**src/sv/sexpr_tokenizer_top_defines.svh**
```systemverilog
// Assertion macros shared by the tokenizer RTL.
// Included by modules that carry concurrent checks; no other dependencies.
`ifndef SEXPR_TOKENIZER_TOP_DEFINES_SVH
`define SEXPR_TOKENIZER_TOP_DEFINES_SVH

// Same-cycle implication, checked outside reset
`define SXT_ASSERT_NOW(lbl, clk_s, rst_s, ante, cons, msg) \
  lbl: assert property (@(posedge clk_s) disable iff (!rst_s) (ante) |-> (cons)) \
    else $error(msg);

// Next-cycle implication, checked outside reset
`define SXT_ASSERT_NEXT(lbl, clk_s, rst_s, ante, cons, msg) \
  lbl: assert property (@(posedge clk_s) disable iff (!rst_s) (ante) |=> (cons)) \
    else $error(msg);

`endif

```
**src/sv/sxt_pkg.sv**
```systemverilog
// Shared types and constants for the S-expression tokenizer.
// No dependencies; used by the front, back and top-level tokenizer modules.
package sxt_pkg;

  // Default counter widths
  localparam int LINE_BITS_DEF   = 20;
  localparam int COLUMN_BITS_DEF = 16;

  // Queue depths
  localparam int MID_DEPTH = 4;
  localparam int OUT_DEPTH = 2;

  // Fixed field widths
  localparam int BYTE_W  = 8;
  localparam int KIND_W  = 3;
  localparam int ERR_W   = 2;
  localparam int CLASS_W = 3;

  // Characters
  localparam logic [BYTE_W-1:0] CH_END    = 8'h00;
  localparam logic [BYTE_W-1:0] CH_OPEN   = 8'h28;
  localparam logic [BYTE_W-1:0] CH_CLOSE  = 8'h29;
  localparam logic [BYTE_W-1:0] CH_QUOTE  = 8'h27;
  localparam logic [BYTE_W-1:0] CH_DQUOTE = 8'h22;
  localparam logic [BYTE_W-1:0] CH_NL     = 8'h0A;
  localparam logic [BYTE_W-1:0] CH_TAB    = 8'h09;
  localparam logic [BYTE_W-1:0] CH_SPACE  = 8'h20;

  // Token kinds
  localparam logic [KIND_W-1:0] KIND_OPEN   = 3'd0;
  localparam logic [KIND_W-1:0] KIND_CLOSE  = 3'd1;
  localparam logic [KIND_W-1:0] KIND_QUOTE  = 3'd2;
  localparam logic [KIND_W-1:0] KIND_STRING = 3'd3;
  localparam logic [KIND_W-1:0] KIND_ATOM   = 3'd4;
  localparam logic [KIND_W-1:0] KIND_NONE   = 3'd5;

  // Error codes
  localparam logic [ERR_W-1:0] ERR_NONE       = 2'd0;
  localparam logic [ERR_W-1:0] ERR_END_IN_STR = 2'd1;
  localparam logic [ERR_W-1:0] ERR_NL_IN_STR  = 2'd2;

  // Byte classes produced by the front end
  typedef enum logic [CLASS_W-1:0] {
    CL_END    = 3'd0,
    CL_NL     = 3'd1,
    CL_BLANK  = 3'd2,
    CL_OPEN   = 3'd3,
    CL_CLOSE  = 3'd4,
    CL_QUOTE  = 3'd5,
    CL_DQUOTE = 3'd6,
    CL_OTHER  = 3'd7
  } class_t;

endpackage

```
**src/sv/sexpr_tokenizer_top.sv**
```systemverilog
// S-expression tokenizer, top level: front classifier, queue, back scanner, result queue.
// Depends on sxt_pkg, sxt_front, sxt_fifo and sxt_back.
//
// Usage:
//   Input channel: drive in_text_byte and raise in_push; the byte transfers at an
//   edge where in_full is low. A zero byte ends the text.
//   Result channel: while out_empty is low the oldest token byte sits on the out_
//   ports; it transfers at an edge where out_pop is high.
//   Each token byte is held until the next byte shows how it ends, so a byte's
//   result is caused by the byte after it (or by end of text, which always gives
//   exactly one result with out_text_done set).
//   A result caused by a byte passes the middle queue and the result queue before it
//   is visible. One byte per cycle, set by the back scanner, while the result queue has room.
//   A four-entry queue sits between classifier and scanner and a two-entry queue
//   on the result side; when the receiver stalls they fill and in_full rises.
//   Reset (rst_n low, synchronous) empties both queues and returns line and column
//   to 1 with nothing held.
module sexpr_tokenizer_top #(
  parameter int LINE_BITS   = sxt_pkg::LINE_BITS_DEF,
  parameter int COLUMN_BITS = sxt_pkg::COLUMN_BITS_DEF
) (
  input  logic                       clk,
  input  logic                       rst_n,
  input  logic                       in_push,
  input  logic [sxt_pkg::BYTE_W-1:0] in_text_byte,
  output logic                       in_full,
  input  logic                       out_pop,
  output logic                       out_empty,
  output logic [sxt_pkg::BYTE_W-1:0] out_byte,
  output logic [sxt_pkg::KIND_W-1:0] out_token_kind,
  output logic                       out_token_first,
  output logic                       out_token_last,
  output logic [LINE_BITS-1:0]       out_line_number,
  output logic [COLUMN_BITS-1:0]     out_column_number,
  output logic [sxt_pkg::ERR_W-1:0]  out_error_code,
  output logic                       out_text_done
);

  localparam int MID_W = sxt_pkg::BYTE_W + sxt_pkg::CLASS_W;
  localparam int OUT_W = sxt_pkg::BYTE_W + sxt_pkg::KIND_W + 2 + LINE_BITS + COLUMN_BITS
                         + sxt_pkg::ERR_W + 1;

  logic                        f_push, f_full;
  logic [sxt_pkg::BYTE_W-1:0]  f_byte;
  sxt_pkg::class_t             f_class;
  logic [MID_W-1:0]            mid_rdata;
  logic                        mid_empty, mid_pop;

  logic                        o_full, o_push;
  logic [sxt_pkg::BYTE_W-1:0]  o_byte;
  logic [sxt_pkg::KIND_W-1:0]  o_kind;
  logic                        o_first, o_last, o_done;
  logic [LINE_BITS-1:0]        o_line;
  logic [COLUMN_BITS-1:0]      o_column;
  logic [sxt_pkg::ERR_W-1:0]   o_err;
  logic [OUT_W-1:0]            o_wdata, o_rdata;

  // Classify incoming bytes
  sxt_front u_front (
    .in_push      (in_push),
    .in_text_byte (in_text_byte),
    .in_full      (in_full),
    .q_push       (f_push),
    .q_byte       (f_byte),
    .q_class      (f_class),
    .q_full       (f_full)
  );

  // Decouple classifier from scanner
  sxt_fifo #(
    .WIDTH (MID_W),
    .DEPTH (sxt_pkg::MID_DEPTH)
  ) u_mid_q (
    .clk   (clk),
    .rst_n (rst_n),
    .push  (f_push),
    .wdata ({f_byte, f_class}),
    .full  (f_full),
    .pop   (mid_pop),
    .rdata (mid_rdata),
    .empty (mid_empty)
  );

  // Scan and emit token bytes
  sxt_back #(
    .LINE_BITS   (LINE_BITS),
    .COLUMN_BITS (COLUMN_BITS)
  ) u_back (
    .clk      (clk),
    .rst_n    (rst_n),
    .q_empty  (mid_empty),
    .q_byte   (mid_rdata[MID_W-1:sxt_pkg::CLASS_W]),
    .q_class  (sxt_pkg::class_t'(mid_rdata[sxt_pkg::CLASS_W-1:0])),
    .q_pop    (mid_pop),
    .o_full   (o_full),
    .o_push   (o_push),
    .o_byte   (o_byte),
    .o_kind   (o_kind),
    .o_first  (o_first),
    .o_last   (o_last),
    .o_line   (o_line),
    .o_column (o_column),
    .o_err    (o_err),
    .o_done   (o_done)
  );

  assign o_wdata = {o_byte, o_kind, o_first, o_last, o_line, o_column, o_err, o_done};

  // Hold results until the receiver takes them
  sxt_fifo #(
    .WIDTH (OUT_W),
    .DEPTH (sxt_pkg::OUT_DEPTH)
  ) u_out_q (
    .clk   (clk),
    .rst_n (rst_n),
    .push  (o_push),
    .wdata (o_wdata),
    .full  (o_full),
    .pop   (out_pop),
    .rdata (o_rdata),
    .empty (out_empty)
  );

  assign {out_byte, out_token_kind, out_token_first, out_token_last, out_line_number,
          out_column_number, out_error_code, out_text_done} = o_rdata;

endmodule

```
**src/sv/sxt_fifo.sv**
```systemverilog
// Small synchronous queue with registered storage and occupancy count.
// Standalone; used between front and back and on the result side.
module sxt_fifo #(
  parameter int WIDTH = 8,
  parameter int DEPTH = 2
) (
  input  logic             clk,
  input  logic             rst_n,
  input  logic             push,
  input  logic [WIDTH-1:0] wdata,
  output logic             full,
  input  logic             pop,
  output logic [WIDTH-1:0] rdata,
  output logic             empty
);

  localparam int AW = (DEPTH > 1) ? $clog2(DEPTH) : 1;
  localparam int CW = $clog2(DEPTH + 1);

  logic [WIDTH-1:0] mem_r [DEPTH];
  logic [AW-1:0]    wptr_r, wptr_nxt;
  logic [AW-1:0]    rptr_r, rptr_nxt;
  logic [CW-1:0]    count_r, count_nxt;
  logic             do_wr, do_rd;

  assign full  = (count_r == CW'(DEPTH));
  assign empty = (count_r == '0);
  assign do_wr = push && !full;
  assign do_rd = pop && !empty;
  assign rdata = mem_r[rptr_r];

  // Advance pointers with wrap at the depth
  always_comb begin
    wptr_nxt  = wptr_r;
    rptr_nxt  = rptr_r;
    count_nxt = count_r;
    if (do_wr) begin
      wptr_nxt = (wptr_r == AW'(DEPTH - 1)) ? '0 : wptr_r + AW'(1);
    end
    if (do_rd) begin
      rptr_nxt = (rptr_r == AW'(DEPTH - 1)) ? '0 : rptr_r + AW'(1);
    end
    if (do_wr && !do_rd) begin
      count_nxt = count_r + CW'(1);
    end else if (do_rd && !do_wr) begin
      count_nxt = count_r - CW'(1);
    end
  end

  always_ff @(posedge clk) begin
    if (!rst_n) begin
      wptr_r  <= '0;
      rptr_r  <= '0;
      count_r <= '0;
    end else begin
      wptr_r  <= wptr_nxt;
      rptr_r  <= rptr_nxt;
      count_r <= count_nxt;
    end
  end

  // Store incoming transfer
  always_ff @(posedge clk) begin
    if (do_wr) begin
      mem_r[wptr_r] <= wdata;
    end
  end

endmodule

```
**src/sv/sxt_front.sv**
```systemverilog
// Front end: accepts text bytes and tags each with its character class.
// Depends on sxt_pkg.
module sxt_front (
  input  logic                                in_push,
  input  logic [sxt_pkg::BYTE_W-1:0]          in_text_byte,
  output logic                                in_full,
  output logic                                q_push,
  output logic [sxt_pkg::BYTE_W-1:0]          q_byte,
  output sxt_pkg::class_t                     q_class,
  input  logic                                q_full
);

  // Pass backpressure straight to the producer
  assign in_full = q_full;
  assign q_push  = in_push;
  assign q_byte  = in_text_byte;

  // Classify the byte
  always_comb begin
    case (in_text_byte)
      sxt_pkg::CH_END:    q_class = sxt_pkg::CL_END;
      sxt_pkg::CH_NL:     q_class = sxt_pkg::CL_NL;
      sxt_pkg::CH_SPACE,
      sxt_pkg::CH_TAB:    q_class = sxt_pkg::CL_BLANK;
      sxt_pkg::CH_OPEN:   q_class = sxt_pkg::CL_OPEN;
      sxt_pkg::CH_CLOSE:  q_class = sxt_pkg::CL_CLOSE;
      sxt_pkg::CH_QUOTE:  q_class = sxt_pkg::CL_QUOTE;
      sxt_pkg::CH_DQUOTE: q_class = sxt_pkg::CL_DQUOTE;
      default:            q_class = sxt_pkg::CL_OTHER;
    endcase
  end

endmodule

```
**src/sv/sxt_back.sv**
```systemverilog
// Back end: scan state machine, one-byte hold stage and line/column counters.
// Depends on sxt_pkg and sexpr_tokenizer_top_defines.svh.
`include "sexpr_tokenizer_top_defines.svh"

module sxt_back #(
  parameter int LINE_BITS   = sxt_pkg::LINE_BITS_DEF,
  parameter int COLUMN_BITS = sxt_pkg::COLUMN_BITS_DEF
) (
  input  logic                         clk,
  input  logic                         rst_n,
  // classified byte queue
  input  logic                         q_empty,
  input  logic [sxt_pkg::BYTE_W-1:0]   q_byte,
  input  sxt_pkg::class_t              q_class,
  output logic                         q_pop,
  // result queue
  input  logic                         o_full,
  output logic                         o_push,
  output logic [sxt_pkg::BYTE_W-1:0]   o_byte,
  output logic [sxt_pkg::KIND_W-1:0]   o_kind,
  output logic                         o_first,
  output logic                         o_last,
  output logic [LINE_BITS-1:0]         o_line,
  output logic [COLUMN_BITS-1:0]       o_column,
  output logic [sxt_pkg::ERR_W-1:0]    o_err,
  output logic                         o_done
);

  typedef enum logic [3:0] {
    MODE_BETWEEN = 4'b0001,
    MODE_ATOM    = 4'b0010,
    MODE_STRING  = 4'b0100,
    MODE_ERROR   = 4'b1000
  } mode_t;

  mode_t                       mode_r, mode_nxt;
  logic                        held_valid_r, held_valid_nxt;
  logic [sxt_pkg::BYTE_W-1:0]  held_byte_r, held_byte_nxt;
  logic [sxt_pkg::KIND_W-1:0]  held_kind_r, held_kind_nxt;
  logic                        held_first_r, held_first_nxt;
  logic [LINE_BITS-1:0]        held_line_r, held_line_nxt;
  logic [COLUMN_BITS-1:0]      held_col_r, held_col_nxt;
  logic [LINE_BITS-1:0]        line_r, line_nxt;
  logic [COLUMN_BITS-1:0]      col_r, col_nxt;

  logic                        fire;
  logic                        emit, last;
  logic [sxt_pkg::ERR_W-1:0]   err;
  logic                        done;
  logic                        do_between, do_hold, hold_first;
  logic [sxt_pkg::KIND_W-1:0]  hold_kind;
  logic [COLUMN_BITS-1:0]      col_inc;
  logic [LINE_BITS-1:0]        line_inc;

  assign fire  = !q_empty && !o_full;
  assign q_pop = fire;

  // Saturating increments
  assign col_inc  = (col_r == '1) ? col_r : col_r + COLUMN_BITS'(1);
  assign line_inc = (line_r == '1) ? line_r : line_r + LINE_BITS'(1);

  // Decide the transfer out and the next scan state
  always_comb begin
    emit           = 1'b0;
    last           = 1'b0;
    err            = sxt_pkg::ERR_NONE;
    done           = 1'b0;
    do_between     = 1'b0;
    do_hold        = 1'b0;
    hold_kind      = sxt_pkg::KIND_ATOM;
    hold_first     = 1'b0;
    mode_nxt       = mode_r;
    held_valid_nxt = held_valid_r;
    held_byte_nxt  = held_byte_r;
    held_kind_nxt  = held_kind_r;
    held_first_nxt = held_first_r;
    held_line_nxt  = held_line_r;
    held_col_nxt   = held_col_r;
    line_nxt       = line_r;
    col_nxt        = col_r;

    if (q_class == sxt_pkg::CL_END) begin
      // flush and return to reset state
      emit           = 1'b1;
      last           = 1'b1;
      err            = (mode_r == MODE_STRING) ? sxt_pkg::ERR_END_IN_STR : sxt_pkg::ERR_NONE;
      done           = 1'b1;
      mode_nxt       = MODE_BETWEEN;
      held_valid_nxt = 1'b0;
      held_byte_nxt  = '0;
      held_kind_nxt  = sxt_pkg::KIND_NONE;
      held_first_nxt = 1'b0;
      held_line_nxt  = LINE_BITS'(1);
      held_col_nxt   = COLUMN_BITS'(1);
      line_nxt       = LINE_BITS'(1);
      col_nxt        = COLUMN_BITS'(1);
    end else begin
      unique case (mode_r)
        MODE_BETWEEN: begin
          emit       = held_valid_r;
          last       = 1'b1;
          do_between = 1'b1;
        end
        MODE_ATOM: begin
          if (q_class == sxt_pkg::CL_BLANK || q_class == sxt_pkg::CL_NL ||
              q_class == sxt_pkg::CL_OPEN || q_class == sxt_pkg::CL_CLOSE) begin
            emit       = held_valid_r;
            last       = 1'b1;
            do_between = 1'b1;
          end else begin
            emit      = held_valid_r;
            do_hold   = 1'b1;
            hold_kind = sxt_pkg::KIND_ATOM;
          end
        end
        MODE_STRING: begin
          if (q_class == sxt_pkg::CL_NL) begin
            // newline in string: close token with error, drop till end
            emit           = 1'b1;
            last           = 1'b1;
            err            = sxt_pkg::ERR_NL_IN_STR;
            held_valid_nxt = 1'b0;
            mode_nxt       = MODE_ERROR;
          end else begin
            emit      = held_valid_r;
            do_hold   = 1'b1;
            hold_kind = sxt_pkg::KIND_STRING;
            if (q_class == sxt_pkg::CL_DQUOTE) begin
              mode_nxt = MODE_BETWEEN;
            end
          end
        end
        MODE_ERROR: begin
          // drop
        end
        default: begin
          mode_nxt = MODE_BETWEEN;
        end
      endcase

      if (do_between) begin
        held_valid_nxt = 1'b0;
        mode_nxt       = MODE_BETWEEN;
        hold_first     = 1'b1;
        case (q_class)
          sxt_pkg::CL_NL: begin
            line_nxt = line_inc;
            col_nxt  = COLUMN_BITS'(1);
          end
          sxt_pkg::CL_BLANK: col_nxt = col_inc;
          sxt_pkg::CL_OPEN: begin
            do_hold   = 1'b1;
            hold_kind = sxt_pkg::KIND_OPEN;
          end
          sxt_pkg::CL_CLOSE: begin
            do_hold   = 1'b1;
            hold_kind = sxt_pkg::KIND_CLOSE;
          end
          sxt_pkg::CL_QUOTE: begin
            do_hold   = 1'b1;
            hold_kind = sxt_pkg::KIND_QUOTE;
          end
          sxt_pkg::CL_DQUOTE: begin
            do_hold   = 1'b1;
            hold_kind = sxt_pkg::KIND_STRING;
            mode_nxt  = MODE_STRING;
          end
          sxt_pkg::CL_OTHER: begin
            do_hold   = 1'b1;
            hold_kind = sxt_pkg::KIND_ATOM;
            mode_nxt  = MODE_ATOM;
          end
          default: begin
          end
        endcase
      end

      // capture byte with its position
      if (do_hold) begin
        held_valid_nxt = 1'b1;
        held_byte_nxt  = q_byte;
        held_kind_nxt  = hold_kind;
        held_first_nxt = hold_first;
        held_line_nxt  = line_r;
        held_col_nxt   = col_r;
        col_nxt        = col_inc;
      end
    end
  end

  // Drive the result transfer from the held byte or the counters
  assign o_push   = fire && emit;
  assign o_byte   = held_valid_r ? held_byte_r : '0;
  assign o_kind   = held_valid_r ? held_kind_r : sxt_pkg::KIND_NONE;
  assign o_first  = held_valid_r && held_first_r;
  assign o_last   = held_valid_r && last;
  assign o_line   = held_valid_r ? held_line_r : line_r;
  assign o_column = held_valid_r ? held_col_r : col_r;
  assign o_err    = err;
  assign o_done   = done;

  always_ff @(posedge clk) begin
    if (!rst_n) begin
      mode_r       <= MODE_BETWEEN;
      held_valid_r <= 1'b0;
      held_byte_r  <= '0;
      held_kind_r  <= sxt_pkg::KIND_NONE;
      held_first_r <= 1'b0;
      held_line_r  <= LINE_BITS'(1);
      held_col_r   <= COLUMN_BITS'(1);
      line_r       <= LINE_BITS'(1);
      col_r        <= COLUMN_BITS'(1);
    end else if (fire) begin
      mode_r       <= mode_nxt;
      held_valid_r <= held_valid_nxt;
      held_byte_r  <= held_byte_nxt;
      held_kind_r  <= held_kind_nxt;
      held_first_r <= held_first_nxt;
      held_line_r  <= held_line_nxt;
      held_col_r   <= held_col_nxt;
      line_r       <= line_nxt;
      col_r        <= col_nxt;
    end
  end

  `SXT_ASSERT_NOW(a_str_held, clk, rst_n, mode_r == MODE_STRING, held_valid_r,
    "string mode without a held byte")
  `SXT_ASSERT_NOW(a_err_quiet, clk, rst_n, mode_r == MODE_ERROR && o_push, o_done,
    "result produced while dropping after an error")
  `SXT_ASSERT_NEXT(a_end_reset, clk, rst_n, fire && q_class == sxt_pkg::CL_END,
    mode_r == MODE_BETWEEN && !held_valid_r && line_r == LINE_BITS'(1) &&
    col_r == COLUMN_BITS'(1), "state not restored after end of text")
  `SXT_ASSERT_NOW(a_no_over, clk, rst_n, o_push, !o_full,
    "result pushed into a full queue")

endmodule

```
**config.mk**
```make
export PLATFORM = sky130hd
export DESIGN_NAME = sexpr_tokenizer_top
export DESIGN_NICKNAME = d
export VERILOG_FILES = /design/src/sv/sxt_pkg.sv /design/src/sv/sexpr_tokenizer_top.sv /design/src/sv/sxt_fifo.sv /design/src/sv/sxt_front.sv /design/src/sv/sxt_back.sv
export VERILOG_INCLUDE_DIRS = /design/src /design/src/sv
export SDC_FILE = /design/constraint.sdc
export NUM_CORES = 1
export LEC_CHECK = 0
export BUFFER_PORTS_ARGS = -buffer_cell sky130_fd_sc_hd__buf_2
export CAP_MARGIN = 20
export CORE_AREA = 3 3 138 140
export DETAILED_ROUTE_END_ITERATION = 10
export DIE_AREA = 0 0 141 143
export PLACE_DENSITY = 0.78
export SLEW_MARGIN = 0
export SYNTH_ARGS = -nofsm -noshare
export SYNTH_HDL_FRONTEND = slang
export SYNTH_SLANG_ARGS = --single-unit
```
**constraint.sdc**
```tcl
create_clock -name clk -period 9.6 [get_ports clk]
set_input_delay 1.44 -clock clk [delete_from_list [all_inputs] [get_ports clk]]
set_output_delay 1.44 -clock clk [all_outputs]
set_load 0.005 [all_outputs]
```
==> impl_metrics.env <==
export IMPL_critical_path_required_ns=9.98
export IMPL_timing_critical_path_slowest_cell_delay_ns=0.78
export IMPL_slew_headroom=0.376
export IMPL_timing_clock_skew_ns=0.00922
export IMPL_grt_ovfl_total=0
export IMPL_grt_start_max_net_pins=62
export IMPL_place_hpwl_um=12600
export IMPL_crit_path_top_delay_cell="sky130_fd_sc_hd__mux4_2"
export IMPL_p_int_mw=2.17
export IMPL_synth_edff_count=148
export IMPL_number_of_levels_the_h_tree_was_split_into=1
export IMPL_vias=6993
export IMPL_synth_avg_cell_area_um2=12.6
export IMPL_rsz0062_at_grt="false"
export IMPL_wire_length_of_the_first_global_routing_pass_um=34200
export IMPL_final_common_cell="sky130_fd_sc_hd__edfxtp_1"
export IMPL_hold_class="flop to flop"
export IMPL_ys_seq_elements=251
export IMPL_syn_nets=872
export IMPL_antenna_left=0
export IMPL_wl_per_cell_um=18.0
export IMPL_dieArea_um2=20200
export IMPL_tritoncts_num_buffers=24
export IMPL_path_class="flop to flop"
export IMPL_area_growth_synth_to_final_pct=12.0
export IMPL_maxClockFrequency_mhz=285
export IMPL_cts_hold_buf=0
export IMPL_count_of_max_cap_constraint_violations=0
export IMPL_post_route_cells_drive_above_1_share=0.245
export IMPL_grt_usage=0.206
export IMPL_finalPower_mw=3.21
export IMPL_crit_path_end_kind="flop"
export IMPL_root_buffer="sky130_fd_sc_hd__clkbuf_16"
export IMPL_critPathTopFamily="simple AND/OR/NAND/NOR gates"
export IMPL_final_design_area_no_fill_um2=12000
export IMPL_routed_length_on_met2_um=10200
export IMPL_cp_arrival_ns=3.89
export IMPL_layoutNonFillerInstCount=1147
export IMPL_ys_top_cells_by_area="sky130_fd_sc_hd__edfxtp_1 41%, sky130_fd_sc_hd__dfxtp_1 19%, sky130_fd_sc_hd__mux2_2 8.7%"
export IMPL_syn_area_um2=10700
export IMPL_antenna_found_initial=0
export IMPL_syn_instance_count=850
export IMPL_run_status="finished, final reports clean"
export IMPL_antenna_cells=0
export IMPL_fin_setup_tns_ns=0
export IMPL_switching_share=0.324
export IMPL_synth_top_cell_by_area="sky130_fd_sc_hd__edfxtp_1"
export IMPL_clock_net_sink_count=251
export IMPL_synth_seq_area_share=0.607
export IMPL_gp_congestion=0.795
export IMPL_cellLeakagePower_nw=4.09
export IMPL_p_per_area_nw_per_um2=268
export IMPL_die_h_um=143
export IMPL_finalCriticalPeriod_ns=3.51
export IMPL_floorplan_initialDensity=0.597
export IMPL_cts_tree="done"
export IMPL_place_detailed_instances=1103
export IMPL_fill_cells=1320
export IMPL_ctsResizeCount=0
export IMPL_clockBufferDepth=3
export IMPL_clkSlewWorstSetupHoldPaths_ns=0.06
export IMPL_final_setup_viol_count=0
export IMPL_share_clk_of_total_power=0.291
export IMPL_number_of_global_route_vias_before_repair=6716
export IMPL_dr_drc_count=0
export IMPL_floorplan_rows=49
export IMPL_mostFrequentLayoutCells="148 x sky130_fd_sc_hd__edfxtp_1, 101 x sky130_fd_sc_hd__dfxtp_1, 83 x sky130_fd_sc_hd__mux2_2"
export IMPL_seq_power_share=0.417
export IMPL_finalWirelength_um=20700
export IMPL_crit_path_start_kind="flop"
export IMPL_critPathBufInv=1
export IMPL_p_sw_mw=1.04
export IMPL_floorplan_core_area_um2=18000
export IMPL_total_length_of_routed_met3_wires_um=1120
export IMPL_vias_per_cell=6.10
export IMPL_peakVddDrop_v=0.000187
export IMPL_postPlaceCellArea_um2=11200
export IMPL_pin_count=66
export IMPL_ys_flop_type="sky130_fd_sc_hd__edfxtp_1"
export IMPL_yosysWarningCount=0
export IMPL_clk_latency_ns=0.51
export IMPL_design_final_nets=922
export IMPL_synth_cell_type_count=67
export IMPL_post_cts_setup_buffers=0
export IMPL_first_pass_iters=5
export IMPL_placement_io_buffers=65
export IMPL_max_slew_worst_pin_slew_ns=0.932
export IMPL_initialDrtViolationCount=527
export IMPL_number_of_pins_exceeding_their_max_slew_limit_in_the_final_report=0
export IMPL_crit_path_cell_trace="mux4_2 -> or4b_1 -> nand4_1 -> buf_4 -> nor2b_1 -> o21ai_1"
export IMPL_chipWidth_um=141
export IMPL_met1Wirelength_um=8990
export IMPL_share_of_synthesized_flip_flops_with_an_asynchronous_set_or_reset=0
export IMPL_min_period_over_period=0.365
export IMPL_area_fraction_of_the_dominant_cell_type_after_synthesis=0.415
export IMPL_share_of_power_burned_in_combinational_logic=0.292
export IMPL_final_hold_violation_count=0
export IMPL_worstPathMaxFanout=39
export IMPL_maxUsedRoutingLayer="met4"
export IMPL_whs_ns=0.472
[per-layer routing]
layer  up-vias  GRT usage
met1      3437      0.273
met2       189      0.354
met3        28     0.0368
met5         -          0
li1       3339          -
met4         0     0.0571
[cell type report]
class,count,area [um2],area share
clock inverter,8,65.1,0.00542
multi-input combinational,525,3900,0.325
tap,229,287,0.0239
sequential,251,6510,0.542
timing repair buffer,78,423,0.0352
inverter,20,75.1,0.00626
clock buffer,36,738,0.0615
[stage by stage]
stage	utilization	setup slack, ns
after global routing	0.668	5.82
after detailed placement	0.623	6.05
after global placement	0.623	6.10
final	0.668	6.09
after floorplan	-	3.75
after CTS	0.668	6.04
[power by group through the flow]
stage	clock network, mW	registers, mW	logic [mW]
CTS	0.955	1.34	0.942
detailed placement	0	1.36	0.934
global route	0.999	1.35	1.03
floorplan	0	1.33	0.702
global placement	0	1.36	0.915
finish	0.936	1.34	0.937
[worst paths after layout]
kind,slack [ns],depth (start not counted),from,end
max,6.09,6,flop,u_back.held_kind_r[2]$_SDFFE_PN1P_
min,0.47,2,u_back.held_kind_r[1]$_SDFFE_PN0P_,u_back.held_kind_r[1]$_SDFFE_PN0P_
min reg2reg,0.47,2,u_back.held_kind_r[1]$_SDFFE_PN0P_,u_back.held_kind_r[1]$_SDFFE_PN0P_
max reg2reg,6.09,6,flop,u_back.held_kind_r[2]$_SDFFE_PN1P_
[tightest hold or removal path, stage by stage, from the launching register on]
cell and delay (ns):
sky130_fd_sc_hd__dfxtp_1 0.32, sky130_fd_sc_hd__nand2_1 0.05, sky130_fd_sc_hd__a21oi_1 0.06
[cells by family after synthesis]
kind of cell	synth area share
XOR/XNOR	0.00572
multiplexers	0.119
adder cells (fa/ha/maj)	0.0133
buffers and inverters	0.0291
AND/OR/NAND/NOR	0.119
AO/OA/AOI/OAI	0.107
flip-flops	0.607
[cells in the mapped netlist (all sizes together) (9+ instances only)]
cell	n
o21ai	24
and2	18
nand2	37
buf	18
edfxtp	148
nand4	10
dfxtp	103
mux2i	9
or4	16
nor2	67
o31ai	16
inv	19
ha	9
a22oi	43
a21oi	36
mux4	11
nand3	22
nor3	15
mux2	83
clkbuf	36
[flip-flops by register name, summed over array words and instances, names as in the netlist, 2 cells and up, named ones only]
register	cells
u_out_q.mem_r	104
u_mid_q.mem_r	44
u_back.held_line_r	20
u_back.line_r	20
u_back.col_r	16
u_back.held_col_r	16
u_back.held_byte_r	8
u_back.mode_r	4
u_back.held_kind_r	3
u_mid_q.count_r	3
u_mid_q.rptr_r	2
u_mid_q.wptr_r	2
u_out_q.count_r	2
Note: power is estimated with default switching activity, not from simulation.
